## src/design/csa_pkg.sv

```systemverilog
// Shared types, constants and helpers of the cosine similarity arbiter.
`default_nettype none
package csa_pkg;

  localparam int ELEM_WIDTH      = 16;
  localparam int DEFAULT_MAX_LEN = 64;
  localparam int DOT_W           = 38;
  localparam int NORM_W          = 37;
  localparam int PROD_W          = 2 * NORM_W;
  localparam int ROOT_W          = NORM_W;
  localparam int DEN_W           = 38;
  localparam int NUM_W           = DOT_W + 16;
  localparam int Q_W             = 16;
  localparam int QUEUE_DEPTH     = 2;

  localparam int CFG_IDX_W  = 3;
  localparam int CFG_DATA_W = 16;

  localparam logic [CFG_IDX_W-1:0] REG_MODE        = 3'd0;
  localparam logic [CFG_IDX_W-1:0] REG_THRESHOLD   = 3'd1;
  localparam logic [CFG_IDX_W-1:0] REG_SWITCH_ON   = 3'd2;
  localparam logic [CFG_IDX_W-1:0] REG_SWITCH_OFF  = 3'd3;
  localparam logic [CFG_IDX_W-1:0] REG_FILTER_GAIN = 3'd4;
  localparam logic [CFG_IDX_W-1:0] REG_NORM_OFFSET = 3'd5;

  typedef enum logic [1:0] {
    MODE_THRESH  = 2'd0,
    MODE_HYST    = 2'd1,
    MODE_FILTER  = 2'd2,
    MODE_NEAREST = 2'd3
  } mode_t;

  localparam logic [14:0]        RST_THRESHOLD   = 15'd16384;
  localparam logic signed [15:0] RST_SWITCH_ON   = 16'sd19661;
  localparam logic signed [15:0] RST_SWITCH_OFF  = 16'sd13107;
  localparam logic [15:0]        RST_FILTER_GAIN = 16'd32768;
  localparam logic [15:0]        RST_NORM_OFFSET = 16'd1;

  typedef struct packed {
    logic signed [ELEM_WIDTH-1:0] elem_a;
    logic signed [ELEM_WIDTH-1:0] elem_b;
    logic signed [ELEM_WIDTH-1:0] elem_c;
    logic                         last;
  } in_t;

  typedef struct packed {
    logic signed [Q_W-1:0] cos_ab;
    logic signed [Q_W-1:0] cos_ac;
    logic                  decision;
  } out_t;

  typedef struct packed {
    logic signed [DOT_W-1:0] dot_ab;
    logic signed [DOT_W-1:0] dot_ac;
    logic [NORM_W-1:0]       norm_a;
    logic [NORM_W-1:0]       norm_b;
    logic [NORM_W-1:0]       norm_c;
  } sums_t;

  typedef struct packed {
    mode_t                 mode;
    logic [14:0]           similarity_threshold;
    logic signed [15:0]    switch_on_level;
    logic signed [15:0]    switch_off_level;
    logic [15:0]           filter_gain;
    logic [15:0]           norm_offset;
  } cfg_t;

  // saturating signed accumulate
  function automatic logic signed [DOT_W-1:0] sat_dot(
      input logic signed [DOT_W-1:0] acc,
      input logic signed [2*ELEM_WIDTH-1:0] p);
    logic signed [DOT_W:0] s;
    s = (DOT_W+1)'(acc) + (DOT_W+1)'(p);
    if (s[DOT_W] != s[DOT_W-1]) begin
      sat_dot = s[DOT_W] ? {1'b1, {(DOT_W-1){1'b0}}} : {1'b0, {(DOT_W-1){1'b1}}};
    end else begin
      sat_dot = s[DOT_W-1:0];
    end
  endfunction

  // saturating unsigned accumulate
  function automatic logic [NORM_W-1:0] sat_norm(
      input logic [NORM_W-1:0] acc,
      input logic [2*ELEM_WIDTH-1:0] p);
    logic [NORM_W:0] s;
    s = {1'b0, acc} + (NORM_W+1)'(p);
    sat_norm = s[NORM_W] ? {NORM_W{1'b1}} : s[NORM_W-1:0];
  endfunction

endpackage
`default_nettype wire

```

## src/design/csa_queue.sv

```systemverilog
// Short queue of finished vector sums between front and back end.
`default_nettype none
module csa_queue (
  input  wire logic            clk,
  input  wire logic            rst,
  input  wire logic            push_valid,
  output logic                 push_ready,
  input  wire csa_pkg::sums_t  push_data,
  output logic                 pop_valid,
  input  wire logic            pop_ready,
  output csa_pkg::sums_t       pop_data
);
  import csa_pkg::*;

  localparam int PTR_W = $clog2(QUEUE_DEPTH);
  localparam int CNT_W = $clog2(QUEUE_DEPTH + 1);

  sums_t            entries [QUEUE_DEPTH];
  logic [PTR_W-1:0] wr_ptr, rd_ptr;
  logic [CNT_W-1:0] fill;
  logic             do_push, do_pop;

  assign push_ready = fill != CNT_W'(QUEUE_DEPTH);
  assign pop_valid  = fill != '0;
  assign pop_data   = entries[rd_ptr];
  assign do_push    = push_valid && push_ready;
  assign do_pop     = pop_valid && pop_ready;

  always_ff @(posedge clk) begin
    if (do_push) entries[wr_ptr] <= push_data;
  end

  always_ff @(posedge clk) begin
    if (rst) begin
      wr_ptr <= '0;
      rd_ptr <= '0;
      fill   <= '0;
    end else begin
      if (do_push) wr_ptr <= (wr_ptr == PTR_W'(QUEUE_DEPTH - 1)) ? '0 : wr_ptr + 1'b1;
      if (do_pop)  rd_ptr <= (rd_ptr == PTR_W'(QUEUE_DEPTH - 1)) ? '0 : rd_ptr + 1'b1;
      if (do_push && !do_pop)      fill <= fill + 1'b1;
      else if (do_pop && !do_push) fill <= fill - 1'b1;
    end
  end

endmodule
`default_nettype wire

```

## config.mk

```make
export PLATFORM = sky130hd
export DESIGN_NAME = csa_queue
export DESIGN_NICKNAME = d
export VERILOG_FILES = /design/src/design/csa_pkg.sv /design/src/design/csa_queue.sv
export SDC_FILE = /design/constraint.sdc
export NUM_CORES = 1
export LEC_CHECK = 0
export ABC_AREA = 1
export BUFFER_PORTS_ARGS = -buffer_cell sky130_fd_sc_hd__clkbuf_2
export CORE_MARGIN = 2
export CORE_UTILIZATION = 40
export CTS_CLUSTER_SIZE = 40
export DETAILED_ROUTE_END_ITERATION = 7
export PLACE_DENSITY_LB_ADDON = 0.3
export RECOVER_POWER = 25
export SETUP_SLACK_MARGIN = 0.1
export SYNTH_ARGS = -nofsm -noshare
export SYNTH_HDL_FRONTEND = slang
export SYNTH_SLANG_ARGS = --single-unit
```

## constraint.sdc

```tcl
create_clock -name clk -period 12.4 [get_ports clk]
set_clock_uncertainty 0.05 [all_clocks]
set_input_delay 1.24 -clock clk [delete_from_list [all_inputs] [get_ports clk]]
set_output_delay 1.24 -clock clk [all_outputs]
set_load 0.01 [all_outputs]
```

Word level (Yosys, flattened, before mapping)
Memories as Yosys holds them, arrays and structs flattened. A register that Yosys moved wholly into a read port is not among the register bits.
Index checks and enable logic that the tools add are counted.

word-level totals
  register bits = 4
  latch bits = 0
  RAM bits = 374
  memory bits (read-only) = 0
  input port bits = 191
  output and inout bits = 189
  memories kept = 1

memories
  name     depth  bits a word  rd ports  clocked after Yosys merged registers in  write ports  RTL line         source
  entries  2      187          1         1                                        1            csa_queue.sv:18  sums_t entries [QUEUE_DEPTH];

operators by class
  add/sub/neg operators = 4
  multiply operators = 0
  div/mod/pow operators = 0
  $lt $le $gt $ge = 0
  equal/unequal tests = 1
  shifts and indexed selects = 0
  multiplexer cells = 8
  bitwise logic cells = 0
  reduce and logical (&&, ||, !) cells = 8

operators by type and width
  cell                                                                number
  1-bit 2-to-1 mux                                                    6
  1-bit logical AND                                                   4
  2-bit 2-to-1 mux                                                    2
  2-bit nonzero test                                                  2
  1-bit adder, second input constant                                  2
  2-bit by 1-bit adder with 2-bit output, second input constant       1
  1-bit zero test                                                     2
  2-bit != test, second input constant                                1
  2-bit by 1-bit subtractor with 2-bit output, second input constant  1

Depth between registers and ports, before layout
  depth after elaboration = 6
  depth in mapped cells = 11
  gate-level depth less buffers = 11

Worst setup path after synthesis
No wires, ideal clock.

  path type = input -> register
  start = input port push_valid
  end = memory entries[0][0] (netlist bit), enable pin
  library setup time = 0.737 ns
  data arrival time = 9.086 ns
  required time = 11.613 ns
  setup slack = 2.527 ns
  stages on the path = 2
  path buffers = 0
  cells stage by stage = nand2_1 > nor2_1

on the way
  longest elaborated chain between the ends = 3

RTL lines
  item                                    RTL line         source
  start, declared                         csa_queue.sv:6   input wire logic push_valid,
  1-bit logical AND                       csa_queue.sv:26  assign do_push = push_valid && push_ready;
  1-bit 2-to-1 mux                        csa_queue.sv:30  if (do_push) entries[wr_ptr] <= push_data;
  1-bit 2-to-1 mux (implied by the code)  csa_queue.sv:30
  end, declared                           csa_queue.sv:18

No other way between the ends.

==> results.cfg <==
[route]
vias_per_cell = 4.63
drc = 0
final_antenna_net_count = 0
routedWlPerCell_um = 18.3
firstDrtPassIters = 4
drt-total-wl_mm = 27.9
via_count = 7041
drt_iter0_markers = 290

[power_and_ir_drop]
power.density_nw_per_um2 = 202
seqPwrFrac_pct = 46.9
p_comb_share_pct = 23.2
power_mw = 3.57
swShare_pct = 26.3
power_leakage_nw = 6.79
power_frac_clock_pct = 29.8
peakVddDrop_mv = 0.123
p_int_mw = 2.63
switchingPower_mw = 0.941

[critical_path]
crit_type = reg2out
r2r_cells = 6
r2r_setup_slack_ps = 9260
reg2reg_to = entries[0][54]$_DFFE_PP_
worstPathRequired_ps = 11110
endpoint_kind = output pin
arrival_ps = 3430
setup.worst_path.start_class = flop
path_max_fanout = 63
r2r-start = fill[0]$_SDFFE_PP0P_

[global_route]
antenna_found_initial = 8
grt_max_degree = 74
grt_pass1_wl_mm = 40.0
track_usage_pct = 14.5
grt_pass1_vias = 7149
grt_overflow = 0

[flow_run]
maxCapViolations = 0

[floorplan]
fp-row-count = 69
ios = 380
die-width_um = 193
core_um2 = 35300
chipHeight_um = 193
initial_core_util_pct = 40.4
die_area_um2 = 37200

[timing]
rsz0062_at_grt = no
worst_slew_pin_slew_ps = 1070
final-setup-viol-count = 0
slew_headroom_pct = 28.7
setup_tns_ps = 0
finalHoldViolCount = 0
slew_violations = 0
fin_crit_sh_pct = 38.0
fmax_mhz = 212
timing.final.crit_period_ps = 4720

[placed_design]
gp_congestion = 0.735
portBuffers = 379
post-dp-hpwl_mm = 19.0
dp.cells = 1447

[clock_network]
worstSkewPairLatency_ps = 530
numCtsBuffers = 40
cts.clk_slew.worst_paths_ps = 60
cts_setup_buffers = 0
clk_path_buf_depth = 3
cts_num_sinks = 379
cts_tree = yes
ctsResizeCount = 0
h-tree-depth = 2
hold_buffers = 0
root_buffer = clkbuf_16

[final_layout]
n_fill_cell = 2977
final_util_pct = 50.2
ff_latch_area_um2 = 11300
multi_input_area_um2 = 2720
nets = 1220
syn_to_final_growth_pct = 24.3
fin_cells = 1521
drive_gt1_share_pct = 54.3

[logic_synthesis]
synth_nets = 811
synth_seq_area_share_pct = 79.4
yosysUniqueCellTypes = 14
avgSynthCellArea_um2 = 23.1
yosysWarnings = 0
synth.cell_area_um2 = 14300
syn-instance-count = 619
synth_seq_cells = 379

[hold_path]
min_delay_path_depth = 2
hp-class = reg2reg
hold_start = rd_ptr$_SDFFE_PP0P_
hold_end = rd_ptr$_SDFFE_PP0P_

[outcome]
status = finished, final reports clean
-- flip-flops by register name, indices dropped and copies added (netlist names), named ones only --
| signal | cells |
|---|---|
| wr_ptr | 1 |
| rd_ptr | 1 |
| fill | 2 |
| entries | 374 |
-- cells in the mapped netlist --
master,n,area [µm²]
nand3_1,2,10.0
nand2_1,9,33.8
mux2_4,130,1950
ha_1,1,12.5
dfxtp_1,5,100
nand4_1,1,6.26
o21ai_0,2,10.0
mux2_2,57,642
buf_6,16,180
nor2_1,7,26.3
inv_1,8,30.0
buf_2,5,25.0
edfxtp_1,374,11200
a21oi_1,2,10.0
-- critical path, cell delays in order, from the launching register on --
cell,delay [ps]
dfxtp_4,710
buf_4,850
buf_4,640
mux2_2,410
clkbuf_2,130
-- power groups by stage --
stage | logic [mW] | clock network (mW) | registers (mW)
floorplan | 0.573 | 0 | 1.73
global placement | 0.846 | 0 | 1.70
detailed placement | 0.853 | 0 | 1.71
CTS | 0.856 | 1.11 | 1.68
global route | 0.900 | 1.15 | 1.69
finish | 0.830 | 1.07 | 1.68
-- layer usage --
metal,GRT usage (%),part of all wire [%],vias up
met4,7.43,3.9,6
met3,5.89,9.8,69
met2,23.8,49,261
met1,16.2,37,3423
met5,0,0.14,-
li1,-,-,3282
-- metrics by stage --
| step | setup WS (ps) | hold slack, ps | cell area, µm² |
|---|---|---|---|
| after floorplan | 2530 | 415 | 14300 |
| final | 7680 | 465 | 17700 |
| after CTS | 7540 | 463 | 17800 |
| after global placement | 8220 | 432 | 16600 |
| after detailed placement | 8140 | 442 | 16600 |
| after global routing | 7450 | 505 | 17700 |
-- how the worst max path moves through the flow --
stage | endpoint | slack (ps) | cells after the start
floorplan | entries[0][0]$_DFFE_PP_ | 2530 | 2
global placement | pop_data[7] | 8220 | 4
detailed placement | pop_data[15] | 8140 | 4
CTS | pop_data[15] | 7540 | 4
global route | pop_data[15] | 7450 | 4
finish | pop_data[15] | 7680 | 4
-- layout by cell type (no fill, tap or decap), types with 2 or more instances in the layout --
cell	synthesis	layout
inv_1	8	8
edfxtp_1	374	374
clkbuf_2	0	318
clkbuf_8	0	2
nor2_1	7	5
nor2_4	0	2
buf_4	0	9
nand3_1	2	2
o21ai_0	2	2
mux2_2	57	57
nand2_1	9	9
dfxtp_1	5	4
clkinv_1	0	8
clkbuf_1	0	65
a21oi_1	2	2
mux2_4	130	130
clkinv_2	0	10
clkbuf_16	0	41
diode_2	0	6
-- logic make-up (layout without fill, tap and decap cells) --
logic type      count (synthesis)  in the layout  synth area share, %
fa+ha+maj                       1              1               0.0877
other cells                     0              6                    0
mux                           187            187                 18.2
flops                         379            379                 79.4
compound gates                  4              4                0.140
buf+inv                        29            464                 1.65
simple gates                   19             19                0.535
-- cell type report --
| cell class | count | area share (%) |
|---|---|---|
| sequential | 379 | 63.9 |
| multi-input combinational | 211 | 15.3 |
| timing repair buffer | 388 | 10.6 |
| clock buffer | 48 | 6.05 |
| tap | 461 | 3.25 |
| clock inverter | 20 | 0.543 |
| inverter | 8 | 0.169 |
| antenna | 6 | 0.0847 |
No activity file was read; power rests on OpenSTA's default activity.
