**src/design/csa_pkg.sv**
```systemverilog
// Shared types, constants and helpers of the cosine similarity arbiter.
`default_nettype none
package csa_pkg;

  localparam int ELEM_WIDTH      = 16;
  localparam int DEFAULT_MAX_LEN = 64;
  localparam int DOT_W           = 38;
  localparam int NORM_W          = 37;
  localparam int PROD_W          = 2 * NORM_W;
  localparam int ROOT_W          = NORM_W;
  localparam int DEN_W           = 38;
  localparam int NUM_W           = DOT_W + 16;
  localparam int Q_W             = 16;
  localparam int QUEUE_DEPTH     = 2;

  localparam int CFG_IDX_W  = 3;
  localparam int CFG_DATA_W = 16;

  localparam logic [CFG_IDX_W-1:0] REG_MODE        = 3'd0;
  localparam logic [CFG_IDX_W-1:0] REG_THRESHOLD   = 3'd1;
  localparam logic [CFG_IDX_W-1:0] REG_SWITCH_ON   = 3'd2;
  localparam logic [CFG_IDX_W-1:0] REG_SWITCH_OFF  = 3'd3;
  localparam logic [CFG_IDX_W-1:0] REG_FILTER_GAIN = 3'd4;
  localparam logic [CFG_IDX_W-1:0] REG_NORM_OFFSET = 3'd5;

  typedef enum logic [1:0] {
    MODE_THRESH  = 2'd0,
    MODE_HYST    = 2'd1,
    MODE_FILTER  = 2'd2,
    MODE_NEAREST = 2'd3
  } mode_t;

  localparam logic [14:0]        RST_THRESHOLD   = 15'd16384;
  localparam logic signed [15:0] RST_SWITCH_ON   = 16'sd19661;
  localparam logic signed [15:0] RST_SWITCH_OFF  = 16'sd13107;
  localparam logic [15:0]        RST_FILTER_GAIN = 16'd32768;
  localparam logic [15:0]        RST_NORM_OFFSET = 16'd1;

  typedef struct packed {
    logic signed [ELEM_WIDTH-1:0] elem_a;
    logic signed [ELEM_WIDTH-1:0] elem_b;
    logic signed [ELEM_WIDTH-1:0] elem_c;
    logic                         last;
  } in_t;

  typedef struct packed {
    logic signed [Q_W-1:0] cos_ab;
    logic signed [Q_W-1:0] cos_ac;
    logic                  decision;
  } out_t;

  typedef struct packed {
    logic signed [DOT_W-1:0] dot_ab;
    logic signed [DOT_W-1:0] dot_ac;
    logic [NORM_W-1:0]       norm_a;
    logic [NORM_W-1:0]       norm_b;
    logic [NORM_W-1:0]       norm_c;
  } sums_t;

  typedef struct packed {
    mode_t                 mode;
    logic [14:0]           similarity_threshold;
    logic signed [15:0]    switch_on_level;
    logic signed [15:0]    switch_off_level;
    logic [15:0]           filter_gain;
    logic [15:0]           norm_offset;
  } cfg_t;

  // saturating signed accumulate
  function automatic logic signed [DOT_W-1:0] sat_dot(
      input logic signed [DOT_W-1:0] acc,
      input logic signed [2*ELEM_WIDTH-1:0] p);
    logic signed [DOT_W:0] s;
    s = (DOT_W+1)'(acc) + (DOT_W+1)'(p);
    if (s[DOT_W] != s[DOT_W-1]) begin
      sat_dot = s[DOT_W] ? {1'b1, {(DOT_W-1){1'b0}}} : {1'b0, {(DOT_W-1){1'b1}}};
    end else begin
      sat_dot = s[DOT_W-1:0];
    end
  endfunction

  // saturating unsigned accumulate
  function automatic logic [NORM_W-1:0] sat_norm(
      input logic [NORM_W-1:0] acc,
      input logic [2*ELEM_WIDTH-1:0] p);
    logic [NORM_W:0] s;
    s = {1'b0, acc} + (NORM_W+1)'(p);
    sat_norm = s[NORM_W] ? {NORM_W{1'b1}} : s[NORM_W-1:0];
  endfunction

endpackage
`default_nettype wire

```
**src/design/csa_front.sv**
```systemverilog
// Element front end: multiply-accumulate of dot products and squared norms.
`default_nettype none
module csa_front #(
  parameter int MAX_LEN = csa_pkg::DEFAULT_MAX_LEN
) (
  input  wire logic          clk,
  input  wire logic          rst,
  input  wire logic          in_valid,
  output logic               in_ready,
  input  wire csa_pkg::in_t  in_data,
  output logic               push_valid,
  input  wire logic          push_ready,
  output csa_pkg::sums_t     push_data
);
  import csa_pkg::*;

  localparam int CNT_W = $clog2(MAX_LEN + 1);

  logic [CNT_W-1:0]        elem_count;
  logic signed [DOT_W-1:0] dot_ab_acc, dot_ac_acc;
  logic [NORM_W-1:0]       norm_a_acc, norm_b_acc, norm_c_acc;

  logic                           take, room;
  logic signed [2*ELEM_WIDTH-1:0] p_ab, p_ac, p_aa, p_bb, p_cc;
  sums_t                          sums_next;

  assign take     = in_valid && in_ready;
  assign in_ready = push_ready;
  assign room     = elem_count < CNT_W'(MAX_LEN);

  assign p_ab = in_data.elem_a * in_data.elem_b;
  assign p_ac = in_data.elem_a * in_data.elem_c;
  assign p_aa = in_data.elem_a * in_data.elem_a;
  assign p_bb = in_data.elem_b * in_data.elem_b;
  assign p_cc = in_data.elem_c * in_data.elem_c;

  always_comb begin
    if (room) begin
      sums_next.dot_ab = sat_dot(dot_ab_acc, p_ab);
      sums_next.dot_ac = sat_dot(dot_ac_acc, p_ac);
      sums_next.norm_a = sat_norm(norm_a_acc, $unsigned(p_aa));
      sums_next.norm_b = sat_norm(norm_b_acc, $unsigned(p_bb));
      sums_next.norm_c = sat_norm(norm_c_acc, $unsigned(p_cc));
    end else begin
      sums_next.dot_ab = dot_ab_acc;
      sums_next.dot_ac = dot_ac_acc;
      sums_next.norm_a = norm_a_acc;
      sums_next.norm_b = norm_b_acc;
      sums_next.norm_c = norm_c_acc;
    end
  end

  assign push_valid = take && in_data.last;
  assign push_data  = sums_next;

  always_ff @(posedge clk) begin
    if (rst) begin
      elem_count <= '0;
      dot_ab_acc <= '0;
      dot_ac_acc <= '0;
      norm_a_acc <= '0;
      norm_b_acc <= '0;
      norm_c_acc <= '0;
    end else if (take) begin
      if (in_data.last) begin
        elem_count <= '0;
        dot_ab_acc <= '0;
        dot_ac_acc <= '0;
        norm_a_acc <= '0;
        norm_b_acc <= '0;
        norm_c_acc <= '0;
      end else begin
        if (room) elem_count <= elem_count + 1'b1;
        dot_ab_acc <= sums_next.dot_ab;
        dot_ac_acc <= sums_next.dot_ac;
        norm_a_acc <= sums_next.norm_a;
        norm_b_acc <= sums_next.norm_b;
        norm_c_acc <= sums_next.norm_c;
      end
    end
  end

endmodule
`default_nettype wire

```
**config.mk**
```make
export PLATFORM = sky130hd
export DESIGN_NAME = csa_front
export DESIGN_NICKNAME = d
export VERILOG_FILES = /design/src/design/csa_pkg.sv /design/src/design/csa_front.sv
export SDC_FILE = /design/constraint.sdc
export NUM_CORES = 2
export LEC_CHECK = 0
export BUFFER_PORTS_ARGS = -buffer_cell sky130_fd_sc_hd__buf_2
export CORE_MARGIN = 2
export CORE_UTILIZATION = 49
export CTS_CLUSTER_SIZE = 25
export DETAILED_ROUTE_END_ITERATION = 10
export PLACE_DENSITY_LB_ADDON = 0.08
export SLEW_MARGIN = 10
export SYNTH_ARGS = -nofsm -noshare
export SYNTH_HDL_FRONTEND = slang
export SYNTH_SLANG_ARGS = --single-unit
```
**constraint.sdc**
```tcl
create_clock -name clk -period 13.7 [get_ports clk]
set_clock_uncertainty 0.1 [all_clocks]
set_input_delay 2.74 -clock clk [delete_from_list [all_inputs] [get_ports clk]]
set_output_delay 2.74 -clock clk [all_outputs]
set_load 0.005 [all_outputs]
```
Word level (Yosys, flattened, before mapping)
Cells that the tools add are included.
- flip-flop bits (word level): 194
- input bits: 53
- output and inout port bits: 189
- word-level logic and storage cells: 39
- $add $sub $neg: 6
- multiply operators: 5
- $lt $le $gt $ge: 1
- equality and inequality tests: 2
- muxes and demuxes: 15
- reductions and logical operators: 4
- operators by type and width (kind ; count):
    2-to-1 mux 38 bit ; 6
    2-to-1 mux 37 bit ; 6
    2-to-1 mux 187 bit ; 1
    multiplier 16 x 16 -> 32 bit ; 5
    adder 37 x 32 -> 38 bit ; 3
    adder 38 x 32 -> 39 bit ; 2
    2-to-1 mux 7 bit ; 2
    adder 7 x 1 -> 7 bit, second input constant ; 1
    less-than comparator 7 bit, second input constant ; 1
    logical AND 1 bit ; 2
    != test 1 bit ; 2
    AND reduction 2 bit ; 1
    nonzero test 2 bit ; 1

Longest topological paths before layout
- word-level depth: 6
- gate-level depth with buffers: 38
- mapped depth without buffers: 35

Worst setup path before layout
Ideal clock, no wire load.
- path kind: input -> output
- from: input in_data[41] (netlist bit)
- to: output push_data[110] (netlist bit)
- arrival time: 10.435 ns
- data required time: 10.860 ns
- setup slack: 0.425 ns
- stages on the path: 30
- path buffers: 3
- path through: clkbuf_1 -> clkbuf_1 -> nand2_1 -> fa_1 -> fa_1 -> fa_1 -> fa_1 -> inv_1 -> fa_1 -> fa_1 -> ha_1 -> a21o_1 -> a21oi_1 -> nor2_1 -> a311o_1 -> a211o_1 -> a21o_1 -> xor2_1 -> ha_1 -> clkbuf_1 -> a21oi_1 -> nor2b_1 -> or4_1 -> o22a_1 -> a311oi_1 -> o21ai_1 -> a41oi_1 -> nor2_1 -> a31oi_1 -> a21oi_1
- RTL lines (what ; RTL line ; RTL):
    from (decl) ; csa_front.sv:10 ; input wire csa_pkg::in_t in_data,
    to (decl) ; csa_front.sv:13 ; output csa_pkg::sums_t push_data

==> key figures <==
Logic synthesis
  – Area share of the largest cell type after synthesis: 0.421
  – Synthesis warning total: 0
  – Register area share after synthesis: 0.0599
  – Synthesized cell area: 0.0648 sq mm
  – #FFs+latches synth: 194
  – Ys async rst share: 0
  – Synthesized Nets: 9404
  – Largest cells by area after synthesis: fa_1, ha_1, inv_1
  – Avg Inst Size Synth: 8.77 sq um
  – Ys flop type: dfxtp_1
  – Largest area contributor in the netlist: fa_1
  – Yosys cell types: 96
  – Count leader, synth: inv_1
  – Commonest cells post-synth: inv_1, fa_1, nand2_1, ha_1, nor2_1
  – Post-synth EDFFs: 0
  – Synth Instances: 7394

Route
  – Antenna viol nets, final: 0
  – 1st-iter DRT viols: 3199
  – Vias/cell: 5.39
  – Drt total wl: 189000 um
  – Avg WL per Cell: 19.8 um
  – # DRC: 0
  – Drt pass-1 iters: 6
  – Vias: 51600

Setup path
  – Depth of the most critical reg-to-reg path: 26
  – CP arrival: between 10 and 15 ns
  – CP Max Fanout: 23
  – FF-to-FF End: dot_ac_acc[23]$_SDFFE_PP0P_
  – Critical path capture point type: output pin
  – Origin of the critical flop-to-flop path: dot_ac_acc[15]$_SDFFE_PP0P_
  – Critical path type: in2out
  – Crit path required time: 10.86 ns
  – Crit start category: primary input
  – CP max stage delay: 0.55 ns
  – CP max stage cell: fa_1
  – Flop-to-flop setup slack: 6.74 ns
  – CP dominant cell by count: fa_1

Cells and area
  – Synthesis-to-layout area growth: 11.6%
  – # fillers: 12300
  – Fin nets: 9822
  – Share of cells above drive strength 1: 0.121
  – Multi-input gate area: ~0.054 sq mm
  – Sequential Area: roughly 0.0039 sq mm

GRT
  – First-pass GRT wire length: 299000 um
  – Largest net degree at the start of global routing: 84
  – Antenna violations before repair: 10
  – Vias in the first global route: between 50000 and 60000
  – Gr ovfl total: 0
  – Total global-route track usage: 0.283

STA
  – Max_slew headroom: 0.343
  – Max Transition Viols Final: 0
  – Final Hold Fails: 0
  – Final min period: 13.48 ns
  – Endpoints failing setup: 0
  – FMAX: 0.0742 GHz
  – Worst slew pin tran: 0.985 ns
  – Fin crit share: 0.984
  – RSZ-0062 raised after global routing: true
  – Hold Slack: 0.385 ns

Placed design
  – Hpwl dp: 158000 um
  – Port buffer count: around 240
  – Routability cong.: between 0.9 and 1

Die
  – Initial Util: 0.493
  – Num ports: 242
  – Core ar.: 0.131 sq mm
  – Row cnt: between 100 and 150
  – Die H: between 300 and 400 um
  – Die width: 368 um
  – DIE AREA: between 0.1 and 0.15 sq mm

Hold path
  – WHS Endpoint: dot_ab_acc[26]$_SDFFE_PP0P_
  – Hold path start: dot_ab_acc[26]$_SDFFE_PP0P_
  – Worst Hold Path Cells: 2
  – Min-Delay Path Class: reg2reg

Clocking
  – # H-tree levels: 4
  – TritonCTS clock tree: built
  – Num CTS Buffers: 17
  – Root Buffer: clkbuf_16
  – Clk sinks: 194
  – Clk_lat worst skew: 0.55 ns
  – Worst-path clk slew: approximately 0.090 ns
  – CTS max path bufs: 2

Run status
  – Status: complete, no violations

Run
  – Max cap viols: 0
==> worst max-delay path: cells and delay by family <==
family,cells,cell delay [ns]
adders and majority gates,8,3.55
xor gates and xnor gates,1,0.18
and+or+nand+nor,7,1.20
AOI/OAI and AO/OA,7,1.28
buffers and inverters,11,1.68
==> registers in the layout, indices dropped and copies added, names as in the netlist <==
name and flops:
norm_c_acc 37, norm_a_acc 37, elem_count 7, dot_ab_acc 38, norm_b_acc 37, dot_ac_acc 38
==> cell usage in the layout, fill, tap and decap left out, types with 52 or more instances in the layout <==
cell type	count
nor3_1	80
xnor2_1	195
dfxtp_1	193
and2_1	229
buf_4	451
o21ai_0	182
a21o_1	125
fa_1	1355
nor2_1	385
a21oi_1	317
buf_2	222
nand2b_1	52
nand2_1	765
a22o_1	63
ha_1	587
inv_1	1651
xor2_1	89
==> layer usage <==
| metal | share of wire | track usage |
|---|---|---|
| met1 | 0.42 | 0.374 |
| met2 | 0.50 | 0.492 |
| met3 | 0.052 | 0.0352 |
| met4 | 0.026 | 0.0728 |
| met5 | 0.00027 | 0 |
==> final cells by class <==
class                           instances  share of cell area
Clock buffer                           19             0.00612
Timing Repair Buffer                  726              0.0734
Clock inverter                         13             0.00189
Antenna cell                            4            0.000138
Tap cell                             1755              0.0304
Sequential cell                       194              0.0537
Multi-Input combinational cell       5210               0.748
Inverter                             1663              0.0863
==> timing repair <==
action / CTS / global route
endpoints found under the setup margin: 42 / 181
pin swaps: 1 / 43
resized for setup: 15 / 184
setup buffers: 1 / 31
hold buffers: 0 / 0
cloned: 0 / 4
==> how the worst max path moves through the flow <==
stage	startpoint	to	slack, ns	cells after the start
after global placement	in_data[4]	push_data[35]	-0.15	35
after CTS	in_data[43]	push_data[107]	0.003	35
final	in_data[5]	push_data[17]	0.22	34
after global routing	in_data[5]	push_data[30]	-0.06	30
after floorplan	in_data[41]	push_data[110]	0.42	30
after detailed placement	in_data[3]	push_data[32]	-0.30	36
==> cells by family after synthesis <==
family	share of synthesized area
compound gates	0.121
xor+xnor	0.0394
fa+ha+maj	0.536
buf+inv	0.116
flops	0.0599
mux	0.00288
simple gates	0.124
==> metrics by stage <==
step	setup TNS [ns]	utilization	std cells	setup WS (ns)	instance area, sq um
3_3_place_gp	-1.02	0.537	9512	-0.152	70600
3_5_place_dp	-2.63	0.537	9512	-0.297	70600
2_1_floorplan	0	-	7394	0.425	64800
6_report	0	0.550	9584	0.225	72300
5_1_grt	-0.395	0.550	9582	-0.0643	72300
4_1_cts	0	0.542	9545	0.00290	71300
Power is left out: the tool's default activity adds up to more than one toggle a clock period on the data nets, which glitch-free logic cannot reach.
